## src/rtl/fwt_pkg.sv

```systemverilog
// shared types, codes and helpers of the binary indexed tree block
// no dependencies; imported by the store, the sequencer, the top level and the checker
package fwt_pkg;

  localparam int IDX_W          = 11;
  localparam int POS_W          = IDX_W + 1;
  localparam int DELTA_W        = 32;
  localparam int SUM_W          = 32;
  localparam int CNT_W          = 48;
  localparam int SIZE_W         = 11;
  localparam int SIZE_RESET     = 1024;
  localparam int DEF_TREE_DEPTH = 1024;
  localparam int DEF_ENTRY_BITS = 32;

  typedef enum logic [1:0] {
    OP_CLEAR  = 2'd0,
    OP_ADD    = 2'd1,
    OP_QUERY  = 2'd2,
    OP_INSERT = 2'd3
  } fwt_op_e;

  typedef struct packed {
    fwt_op_e                    operation;
    logic [IDX_W-1:0]           index;
    logic signed [DELTA_W-1:0]  delta;
  } fwt_in_t;

  typedef struct packed {
    logic signed [SUM_W-1:0]    prefix_sum;
    logic [CNT_W-1:0]           shift_count;
    logic                       index_error;
  } fwt_out_t;

  // sequencer status toward the top level
  typedef struct packed {
    logic idle;
    logic res_valid;
  } fwt_stat_t;

  function automatic logic [POS_W-1:0] low_bit(logic [POS_W-1:0] v);
    return v & (~v + 1'b1);
  endfunction

endpackage

```

## src/rtl/fwt_ctrl.sv

```systemverilog
// walk sequencer: clearing sweep, downward prefix walk, counter update, upward add walk
// depends on fwt_pkg; drives the ports of fwt_store
module fwt_ctrl
  import fwt_pkg::*;
#(
  parameter int DEPTH      = DEF_TREE_DEPTH,
  parameter int ENTRY_BITS = DEF_ENTRY_BITS,
  localparam int AW        = $clog2(DEPTH)
) (
  input  logic                  clk_i,
  input  logic                  rst_ni,
  input  logic                  start_i,
  input  fwt_in_t               item_i,
  input  logic [SIZE_W-1:0]     size_i,
  input  logic                  res_take_i,
  output fwt_stat_t             stat_o,
  output fwt_out_t              res_o,
  output logic                  rd_en_o,
  output logic [AW-1:0]         rd_addr_o,
  input  logic [ENTRY_BITS-1:0] rd_data_i,
  output logic                  wr_en_o,
  output logic [AW-1:0]         wr_addr_o,
  output logic [ENTRY_BITS-1:0] wr_data_o
);

  localparam logic [2:0] ST_SWEEP = 3'd0;
  localparam logic [2:0] ST_IDLE  = 3'd1;
  localparam logic [2:0] ST_QRD   = 3'd2;
  localparam logic [2:0] ST_QACC  = 3'd3;
  localparam logic [2:0] ST_CNT   = 3'd4;
  localparam logic [2:0] ST_URD   = 3'd5;
  localparam logic [2:0] ST_UWR   = 3'd6;
  localparam logic [2:0] ST_DONE  = 3'd7;

  localparam logic [AW-1:0] LastAddr = AW'(DEPTH - 1);

  logic [2:0]            state_q, state_d;
  fwt_op_e               op_q, op_d;
  logic [IDX_W-1:0]      idx_q, idx_d;
  logic [ENTRY_BITS-1:0] amt_q, amt_d;
  logic [POS_W-1:0]      pos_q, pos_d;
  logic [ENTRY_BITS-1:0] acc_q, acc_d;
  logic [AW-1:0]         sweep_q, sweep_d;
  logic [CNT_W-1:0]      items_q, items_d;
  logic [CNT_W-1:0]      shifts_q, shifts_d;
  logic                  clr_item_q, clr_item_d;
  fwt_out_t              res_q, res_d;

  logic                  idx_ok;
  logic [ENTRY_BITS-1:0] sum_next;
  logic [POS_W-1:0]      pos_down;
  logic [POS_W-1:0]      pos_up;

  assign idx_ok   = (item_i.index != '0) && (item_i.index <= size_i);
  assign sum_next = acc_q + rd_data_i;
  assign pos_down = pos_q - low_bit(pos_q);
  assign pos_up   = pos_q + low_bit(pos_q);

  always_comb begin
    state_d    = state_q;
    op_d       = op_q;
    idx_d      = idx_q;
    amt_d      = amt_q;
    pos_d      = pos_q;
    acc_d      = acc_q;
    sweep_d    = sweep_q;
    items_d    = items_q;
    shifts_d   = shifts_q;
    clr_item_d = clr_item_q;
    res_d      = res_q;
    rd_en_o    = 1'b0;
    rd_addr_o  = AW'(pos_q - 1'b1);
    wr_en_o    = 1'b0;
    wr_addr_o  = AW'(pos_q - 1'b1);
    wr_data_o  = rd_data_i + amt_q;

    case (state_q)
      ST_SWEEP: begin
        wr_en_o   = 1'b1;
        wr_addr_o = sweep_q;
        wr_data_o = '0;
        sweep_d   = sweep_q + 1'b1;
        if (sweep_q == LastAddr) begin
          if (clr_item_q) begin
            res_d   = '0;
            state_d = ST_DONE;
          end else begin
            state_d = ST_IDLE;
          end
        end
      end
      ST_IDLE: begin
        if (start_i) begin
          op_d  = item_i.operation;
          idx_d = item_i.index;
          pos_d = {1'b0, item_i.index};
          acc_d = '0;
          if (item_i.operation == OP_INSERT) begin
            amt_d = ENTRY_BITS'(1);
          end else begin
            amt_d = ENTRY_BITS'(item_i.delta);
          end
          if (item_i.operation == OP_CLEAR) begin
            items_d    = '0;
            shifts_d   = '0;
            sweep_d    = '0;
            clr_item_d = 1'b1;
            state_d    = ST_SWEEP;
          end else if (!idx_ok) begin
            res_d.prefix_sum  = '0;
            res_d.shift_count = shifts_q;
            res_d.index_error = 1'b1;
            state_d           = ST_DONE;
          end else begin
            state_d = ST_QRD;
          end
        end
      end
      ST_QRD: begin
        rd_en_o = 1'b1;
        state_d = ST_QACC;
      end
      ST_QACC: begin
        acc_d = sum_next;
        pos_d = pos_down;
        if (pos_down != '0) begin
          rd_en_o   = 1'b1;
          rd_addr_o = AW'(pos_down - 1'b1);
        end else begin
          res_d.prefix_sum  = SUM_W'(sum_next);
          res_d.shift_count = shifts_q;
          res_d.index_error = 1'b0;
          pos_d             = {1'b0, idx_q};
          case (op_q)
            OP_ADD:    state_d = ST_URD;
            OP_INSERT: state_d = ST_CNT;
            default:   state_d = ST_DONE;
          endcase
        end
      end
      ST_CNT: begin
        // earlier inserts minus those not greater gives the new inversions
        shifts_d          = shifts_q + (items_q - CNT_W'(acc_q));
        items_d           = items_q + 1'b1;
        res_d.shift_count = shifts_d;
        state_d           = ST_URD;
      end
      ST_URD: begin
        rd_en_o = 1'b1;
        state_d = ST_UWR;
      end
      ST_UWR: begin
        // write back this entry while fetching the next, always a higher address
        wr_en_o = 1'b1;
        pos_d   = pos_up;
        if (pos_up <= {1'b0, size_i}) begin
          rd_en_o   = 1'b1;
          rd_addr_o = AW'(pos_up - 1'b1);
        end else begin
          state_d = ST_DONE;
        end
      end
      ST_DONE: begin
        if (res_take_i) begin
          state_d    = ST_IDLE;
          clr_item_d = 1'b0;
        end
      end
      default: begin
        state_d = ST_IDLE;
      end
    endcase
  end

  always_ff @(posedge clk_i or negedge rst_ni) begin
    if (!rst_ni) begin
      state_q    <= ST_SWEEP;
      sweep_q    <= '0;
      clr_item_q <= 1'b0;
      items_q    <= '0;
      shifts_q   <= '0;
    end else begin
      state_q    <= state_d;
      sweep_q    <= sweep_d;
      clr_item_q <= clr_item_d;
      items_q    <= items_d;
      shifts_q   <= shifts_d;
    end
  end

  always_ff @(posedge clk_i) begin
    op_q  <= op_d;
    idx_q <= idx_d;
    amt_q <= amt_d;
    pos_q <= pos_d;
    acc_q <= acc_d;
    res_q <= res_d;
  end

  assign stat_o.idle      = (state_q == ST_IDLE);
  assign stat_o.res_valid = (state_q == ST_DONE);
  assign res_o            = res_q;

endmodule

```

## config.mk

```make
export PLATFORM = sky130hd
export DESIGN_NAME = fwt_ctrl
export DESIGN_NICKNAME = d
export VERILOG_FILES = /design/src/rtl/fwt_pkg.sv /design/src/rtl/fwt_ctrl.sv
export SDC_FILE = /design/constraint.sdc
export NUM_CORES = 1
export LEC_CHECK = 0
export ABC_AREA = 1
export BUFFER_PORTS_ARGS = -buffer_cell sky130_fd_sc_hd__clkbuf_2
export CELL_PAD_IN_SITES_DETAIL_PLACEMENT = 0
export CELL_PAD_IN_SITES_GLOBAL_PLACEMENT = 1
export CORE_MARGIN = 1
export CORE_UTILIZATION = 40
export CTS_BUF_LIST = sky130_fd_sc_hd__clkbuf_2 sky130_fd_sc_hd__clkbuf_4 sky130_fd_sc_hd__clkbuf_8
export DETAILED_ROUTE_END_ITERATION = 8
export PLACE_DENSITY_LB_ADDON = 0.1
export SLEW_MARGIN = 25
export SYNTH_ARGS = -nofsm -noshare
export SYNTH_HDL_FRONTEND = slang
export SYNTH_SLANG_ARGS = --single-unit
```

## constraint.sdc

```tcl
create_clock -name clk_i -period 10 [get_ports clk_i]
set_input_delay 2 -clock clk_i [delete_from_list [all_inputs] [get_ports clk_i]]
set_output_delay 2 -clock clk_i [all_outputs]
set_load 0.05 [all_outputs]
```

==> summary.md, run 1 <==
| Metric | Value |
|---|---|
| Run status | completed |
| Top cells by area, synth | edfxtp_1 23%, dfrtp_1 12%, nand2_1 10% |
| Vias in the first global route | 21300 |
| Most common cell in the netlist | nand2_1 |
| Reg clk slew, reported paths | 0.06 ns |
| Final period utilization | 0.700 |
| Via/cell ratio | 5.32 |
| MaxCap Viol Count | 0 |
| Synth cell types | 64 |
| Internal reg-to-reg setup slack | 5.45 ns |
| Global-route met3 utilization | 0.0437 |
| Total clock sinks | 280 |
| Wire per inst | 20.2 µm |
| Critical path endpoint | rd_addr_o[7] |
| # port buffers | 228 |
| Setup_tns | 0 ns |
| Critical Path Slowest Stage Cell | edfxtp_1 |
| CTS buffer count | 52 |
| Post-DP HPWL | 67100 µm |
| Crit Path Category | flip-flop to output port |
| Leading area contributor after synthesis | edfxtp_1 |
| CTS Root Buffer Type | clkbuf_8 |
| Relative slew margins | 0.292 |
| GRT overflow | 0 |
| RR Startpoint | pos_q[1] |
| Starting Density | 0.405 |
| Slew Limit Fails | 0 |
| Hold Vio Cnt, Final | 0 |
| Final setup fails | 0 |
| Vias | 21600 |
| GR Layer Usage met1 | 0.370 |
| Residual DRC | 0 |
| Hold Buf Count CTS | 0 |
| Synth Register Bits | 280 |
| First-pass GRT wire length | 124000 µm |
| Placed Cells | 3972 |
| Post-synth ARST share | 0.393 |
| Avg Cell Area, Syn | 7.36 µm² |
| Cts repair resizes | 0 |
| Least-Margin Pin Slew | 1.06 ns |
| Die W | 238 µm |
| Yosys warning count | 0 |
| Max FO, Critical Path | 14 |
| Met2 Use GR | 0.479 |
| Critical Path AT | 5.00 ns |
| Syn Nets | 3315 |
| Worst Skew | 0.0629 ns |
| Largest net degree at the start of global routing | 58 |
| GRT Util Overall | 0.289 |
| Initial antenna violation count | 2 |
| Crit start category | flip-flop |
| Area share of the largest cell type after synthesis | 0.229 |
| Die ar. | 56700 µm² |
| Io pins | 229 |
| Worst Hold Class | flip-flop to flip-flop |
| Worst path required time | 8.00 ns |
| Reg-to-Reg End | res_o[16] |
| Routed wire length | 82400 µm |
| Net count of the finished layout | 3561 |
| Commonest cells post-synth | 617 x nand2_1, 497 x inv_1, 329 x nor2_1 |
| TritonCTS clock tree | built |
| Synth Cell Area | 22300 µm² |
| DR pass1 iterations | 6 |
| GPL Wtd Cong | 1.01 |
| Clock Latency Late Sink | 0.67 ns |
| DIE HEIGHT | 238 µm |
| # H-tree levels | 2 |
| Fmax | 143 MHz |
| Top Usage Layer GRT | met2 |
| Setup Buffers After CTS | 0 |
| Crit path time final | 7.00 ns |
| Sequential area share after synthesis | 0.352 |
| DRT antenna net count | 0 |
| Post-synth EDFFs | 170 |
| Core area | 55100 µm² |
| Crit-path max cell delay | 0.55 ns |
| Layout Cells excl Fill | 4071 |
| # rows | 86 |
| Reg2Reg Depth | 16 |
| Initial DRC count | 1378 |
| Crit path launch | pos_q[1] |
| Bufs on Longest Clock Path | 3 |
| RSZ-0062 raised after global routing | false |
| Share of layout cells above drive strength 1 | 0.126 |
| Layout area overhead | 14.3% |
| CP Capture Type | output port |
| Crit-path most repeated cell | nand2_1 |
| Synth Instances | 3032 |
| Top FF cell, synth | edfxtp_1 |
| # fillers | 5725 |
[flip-flops by register name (all words and copies together), names as in the netlist]
name,cells
acc_q,32
amt_q,32
clr_item_q,1
idx_q,11
items_q,48
op_q,2
pos_q,12
res_o,81
shifts_q,48
state_q,3
sweep_q,10
[placed cells by master (no fill, tap or decap), types with 8 or more instances in the layout]
cell | netlist | layout
nand3_1 | 157 | 157
xor2_1 | 35 | 35
nand4_1 | 42 | 42
inv_1 | 497 | 494
o211ai_1 | 10 | 10
ha_1 | 157 | 157
a21oi_1 | 256 | 256
a31oi_1 | 21 | 21
buf_4 | 3 | 14
clkbuf_2 | 1 | 227
inv_2 | 18 | 21
clkbuf_4 | 0 | 10
o22ai_1 | 27 | 27
clkinv_2 | 1 | 8
nand2_2 | 14 | 15
nor2_1 | 329 | 325
nor4_1 | 22 | 22
nand2_1 | 617 | 616
edfxtp_1 | 170 | 170
fa_1 | 34 | 34
or2_2 | 9 | 9
clkinv_1 | 2 | 13
o21ai_1 | 10 | 11
o21bai_1 | 23 | 23
dfrtp_1 | 110 | 110
o21ai_0 | 242 | 240
clkbuf_8 | 0 | 59
o21a_1 | 24 | 24
nor3_1 | 52 | 52
nor2_2 | 10 | 11
nor2_4 | 9 | 12
a21o_1 | 16 | 16
[layout make-up]
cell class | instances | area (µm²) | share of cell area
Timing Repair Buffer | 242 | 1270 | 0.0497
Antenna cell | 2 | 5.00 | 0.000196
Clock buffer | 69 | 887 | 0.0348
Clock inverter | 28 | 309 | 0.0121
Inverter | 518 | 1950 | 0.0763
Sequential cell | 280 | 7860 | 0.308
Tap cell | 748 | 936 | 0.0367
Multi-Input combinational cell | 2184 | 12300 | 0.482
[worst min-delay path by stage]
stage / startpoint / to / slack [ns] / cells past startpoint
floorplan: items_q[29] / items_q[29] / 0.43 / 1
global placement: items_q[30] / items_q[30] / 0.45 / 1
detailed placement: items_q[29] / items_q[29] / 0.46 / 1
CTS: items_q[29] / items_q[29] / 0.47 / 1
global route: items_q[30] / items_q[30] / 0.49 / 1
finish: items_q[30] / items_q[30] / 0.47 / 1
[metal layers]
metal	part of all wire	vias up
met3	0.053	151
met4	0.046	0
met5	0	-
met1	0.43	10200
li1	-	10600
met2	0.47	636
[per-stage QoR]
stage	cell area (µm²)	utilization	worst slack, ns	hold WS, ns
after floorplan	22300	-	3.52	0.433
final	25500	0.463	3.00	0.468
after detailed placement	24300	0.441	3.23	0.459
after global routing	25500	0.463	2.48	0.491
after CTS	25500	0.463	2.95	0.467
after global placement	24300	0.441	3.25	0.454
[critical path, delay by kind of cell (launching register included)]
family                   cells  cell delay (ns)
buffers and inverters        5             0.86
flip-flops                   1             0.55
AND/OR/NAND/NOR             19             1.74
adder cells (fa/ha/maj)      3             0.93
AO/OA/AOI/OAI                2             0.26
[kinds of logic (layout without fill, tap and decap cells)]
logic type / after synthesis / count (layout) / share of synthesized area
and+or+nand+nor: 1287 / 1287 / 0.249
buffers and inverters: 568 / 857 / 0.0982
DFF: 280 / 280 / 0.352
adders and majority gates: 191 / 191 / 0.119
AOI/OAI and AO/OA: 667 / 667 / 0.167
other: 0 / 2 / 0
xor gates and xnor gates: 39 / 39 / 0.0153
Power of run 1 is not shown: default switching activity piles up to over one toggle a cycle in this logic, so the estimate is an artifact.
==> run 2: changes to the inputs <==
==> constraint.sdc (replaced) <==
create_clock -name clk_i -period 6.1 [get_ports clk_i]
set_input_delay 1.22 -clock clk_i [delete_from_list [all_inputs] [get_ports clk_i]]
set_output_delay 1.22 -clock clk_i [all_outputs]
set_load 0.05 [all_outputs]
==> summary.md, run 2 (same netlist as run 1, synthesis figures left out) <==
| Metric | Value |
|---|---|
| Run status | completed |
| # rows | 86 |
| Crit start category | flip-flop |
| DRT antenna net count | 0 |
| Starting Density | 0.405 |
| Post-DP Area | 24300 µm² |
| Fin area | 25600 µm² |
| Relative slew margins | 0.340 |
| Hold Buf Count CTS | 0 |
| # H-tree levels | 2 |
| Critical Path AT | 4.53 ns |
| Final period utilization | 0.943 |
| Routed wire length | 84000 µm |
| Buf/Inv on CP | 4 |
| Commonest cells after routing, fill and taps aside | 615 x nand2_1, 493 x inv_1, 324 x nor2_1 |
| Critical Path Slowest Stage Cell | edfxtp_1 |
| Crit path time final | 5.75 ns |
| WHS Endpoint | items_q[29] |
| # port buffers | 228 |
| Crit-path most repeated cell | nand2_1 |
| Crit-path leading delay family | simple AND/OR/NAND/NOR gates |
| Reg-to-Reg End | res_o[63] |
| Largest net degree at the start of global routing | 60 |
| Reg2Reg Depth | 16 |
| Reg clk slew, reported paths | 0.06 ns |
| Most common cell after layout, fill and taps aside | nand2_1 |
| DIE HEIGHT | 238 µm |
| Initial DRC count | 1510 |
| Worst Hold Class | flip-flop to flip-flop |
| GRT Util Overall | 0.291 |
| Total clock sinks | 280 |
| Share of layout cells above drive strength 1 | 0.131 |
| GPL Wtd Cong | 0.949 |
| First-pass GRT wire length | 124000 µm |
| Net count of the finished layout | 3573 |
| Bufs on Longest Clock Path | 3 |
| CP Capture Type | output port |
| Crit Path Category | flip-flop to output port |
| HP Start | items_q[29] |
| Worst Skew | 0.0357 ns |
| Clock Latency Late Sink | 0.68 ns |
| Die ar. | 56700 µm² |
| Post-DP HPWL | 68400 µm |
| Final setup fails | 0 |
| ANT cells | 0 |
| Hold Vio Cnt, Final | 0 |
| Crit path launch | pos_q[0] |
| Crit-path max cell delay | 0.50 ns |
| DR pass1 iterations | 7 |
| Io pins | 229 |
| Internal reg-to-reg setup slack | 1.81 ns |
| Core area | 55100 µm² |
| Fmax | 174 MHz |
| Worst Hold Depth | 1 |
| MaxCap Viol Count | 0 |
| Initial antenna violation count | 1 |
| Wire per inst | 20.6 µm |
| TritonCTS clock tree | built |
| GRT overflow | 0 |
| Via/cell ratio | 5.30 |
| Least-Margin Pin Slew | 0.988 ns |
| Residual DRC | 0 |
| Slew Limit Fails | 0 |
| Worst path required time | 4.88 ns |
| CTS Root Buffer Type | clkbuf_8 |
| RR Startpoint | pos_q[0] |
| Layout area overhead | 14.5% |
| CTS buffer count | 54 |
| Vias | 21600 |
| Vias in the first global route | 20900 |
| Die W | 238 µm |
| Max FO, Critical Path | 7 |
| Max reg flops | 81 |
-- run 2: changes by cell type in the layout (fill, tap and decap cells not counted), moves of 2 or more --
cell,before,now
buf_4,14,24
clkinv_2,8,13
bufinv_16,7,3
clkbuf_8,59,62
clkinv_8,0,2
clkinvlp_4,3,1
diode_2,2,0
-- run 2: area by class of cell --
cell class | count | area, µm²
Timing Repair Buffer | 251 | 1320
Clock inverter | 30 | 238
Fill cell | 5746 | 29500
Sequential cell | 280 | 7860
Clock buffer | 72 | 928
Inverter | 518 | 1950
Multi-Input combinational cell | 2185 | 12300
Tap cell | 748 | 936
-- run 2: worst max path at each step --
stage	to	depth (start not counted)	slack, ns
floorplan	wr_data_o[28]	12	1.18
global placement	rd_addr_o[7]	29	0.57
detailed placement	rd_addr_o[8]	29	0.54
CTS	rd_addr_o[8]	29	0.01
global route	rd_addr_o[7]	29	-0.007
finish	rd_addr_o[4]	28	0.35
-- run 2: layer usage --
layer / wire [µm] / vias up / track usage
met1: 36600 / 10300 / 0.375
li1: - / 10600 / -
met2: 40400 / 599 / 0.499
met4: 2530 / 0 / 0.0899
met3: 4490 / 119 / 0.0433
met5: 0 / - / 0
-- run 2: per-stage QoR --
stage / setup TNS, ns / hold WS [ns] / std cells / setup slack (ns) / util
final: 0 / 0.468 / 4084 / 0.347 / 0.464
after global routing: -0.0134 / 0.494 / 4084 / -0.00684 / 0.464
after CTS: 0 / 0.467 / 4074 / 0.0102 / 0.462
after detailed placement: 0 / 0.459 / 3972 / 0.541 / 0.441
after global placement: 0 / 0.459 / 3972 / 0.571 / 0.441
after floorplan: 0 / 0.433 / 3032 / 1.18 / -
-- run 2: timing repair --
| action | 4_1_cts | 5_1_grt |
|---|---|---|
| setup buffers | 0 | 9 |
| setup endpoints to repair | 9 | 11 |
| pin swaps | 0 | 1 |
| hold endpoints to repair | 0 | 0 |
| gates cloned | 0 | 1 |
| gates resized for setup | 2 | 5 |
Power of run 2 is left out for the same reason.
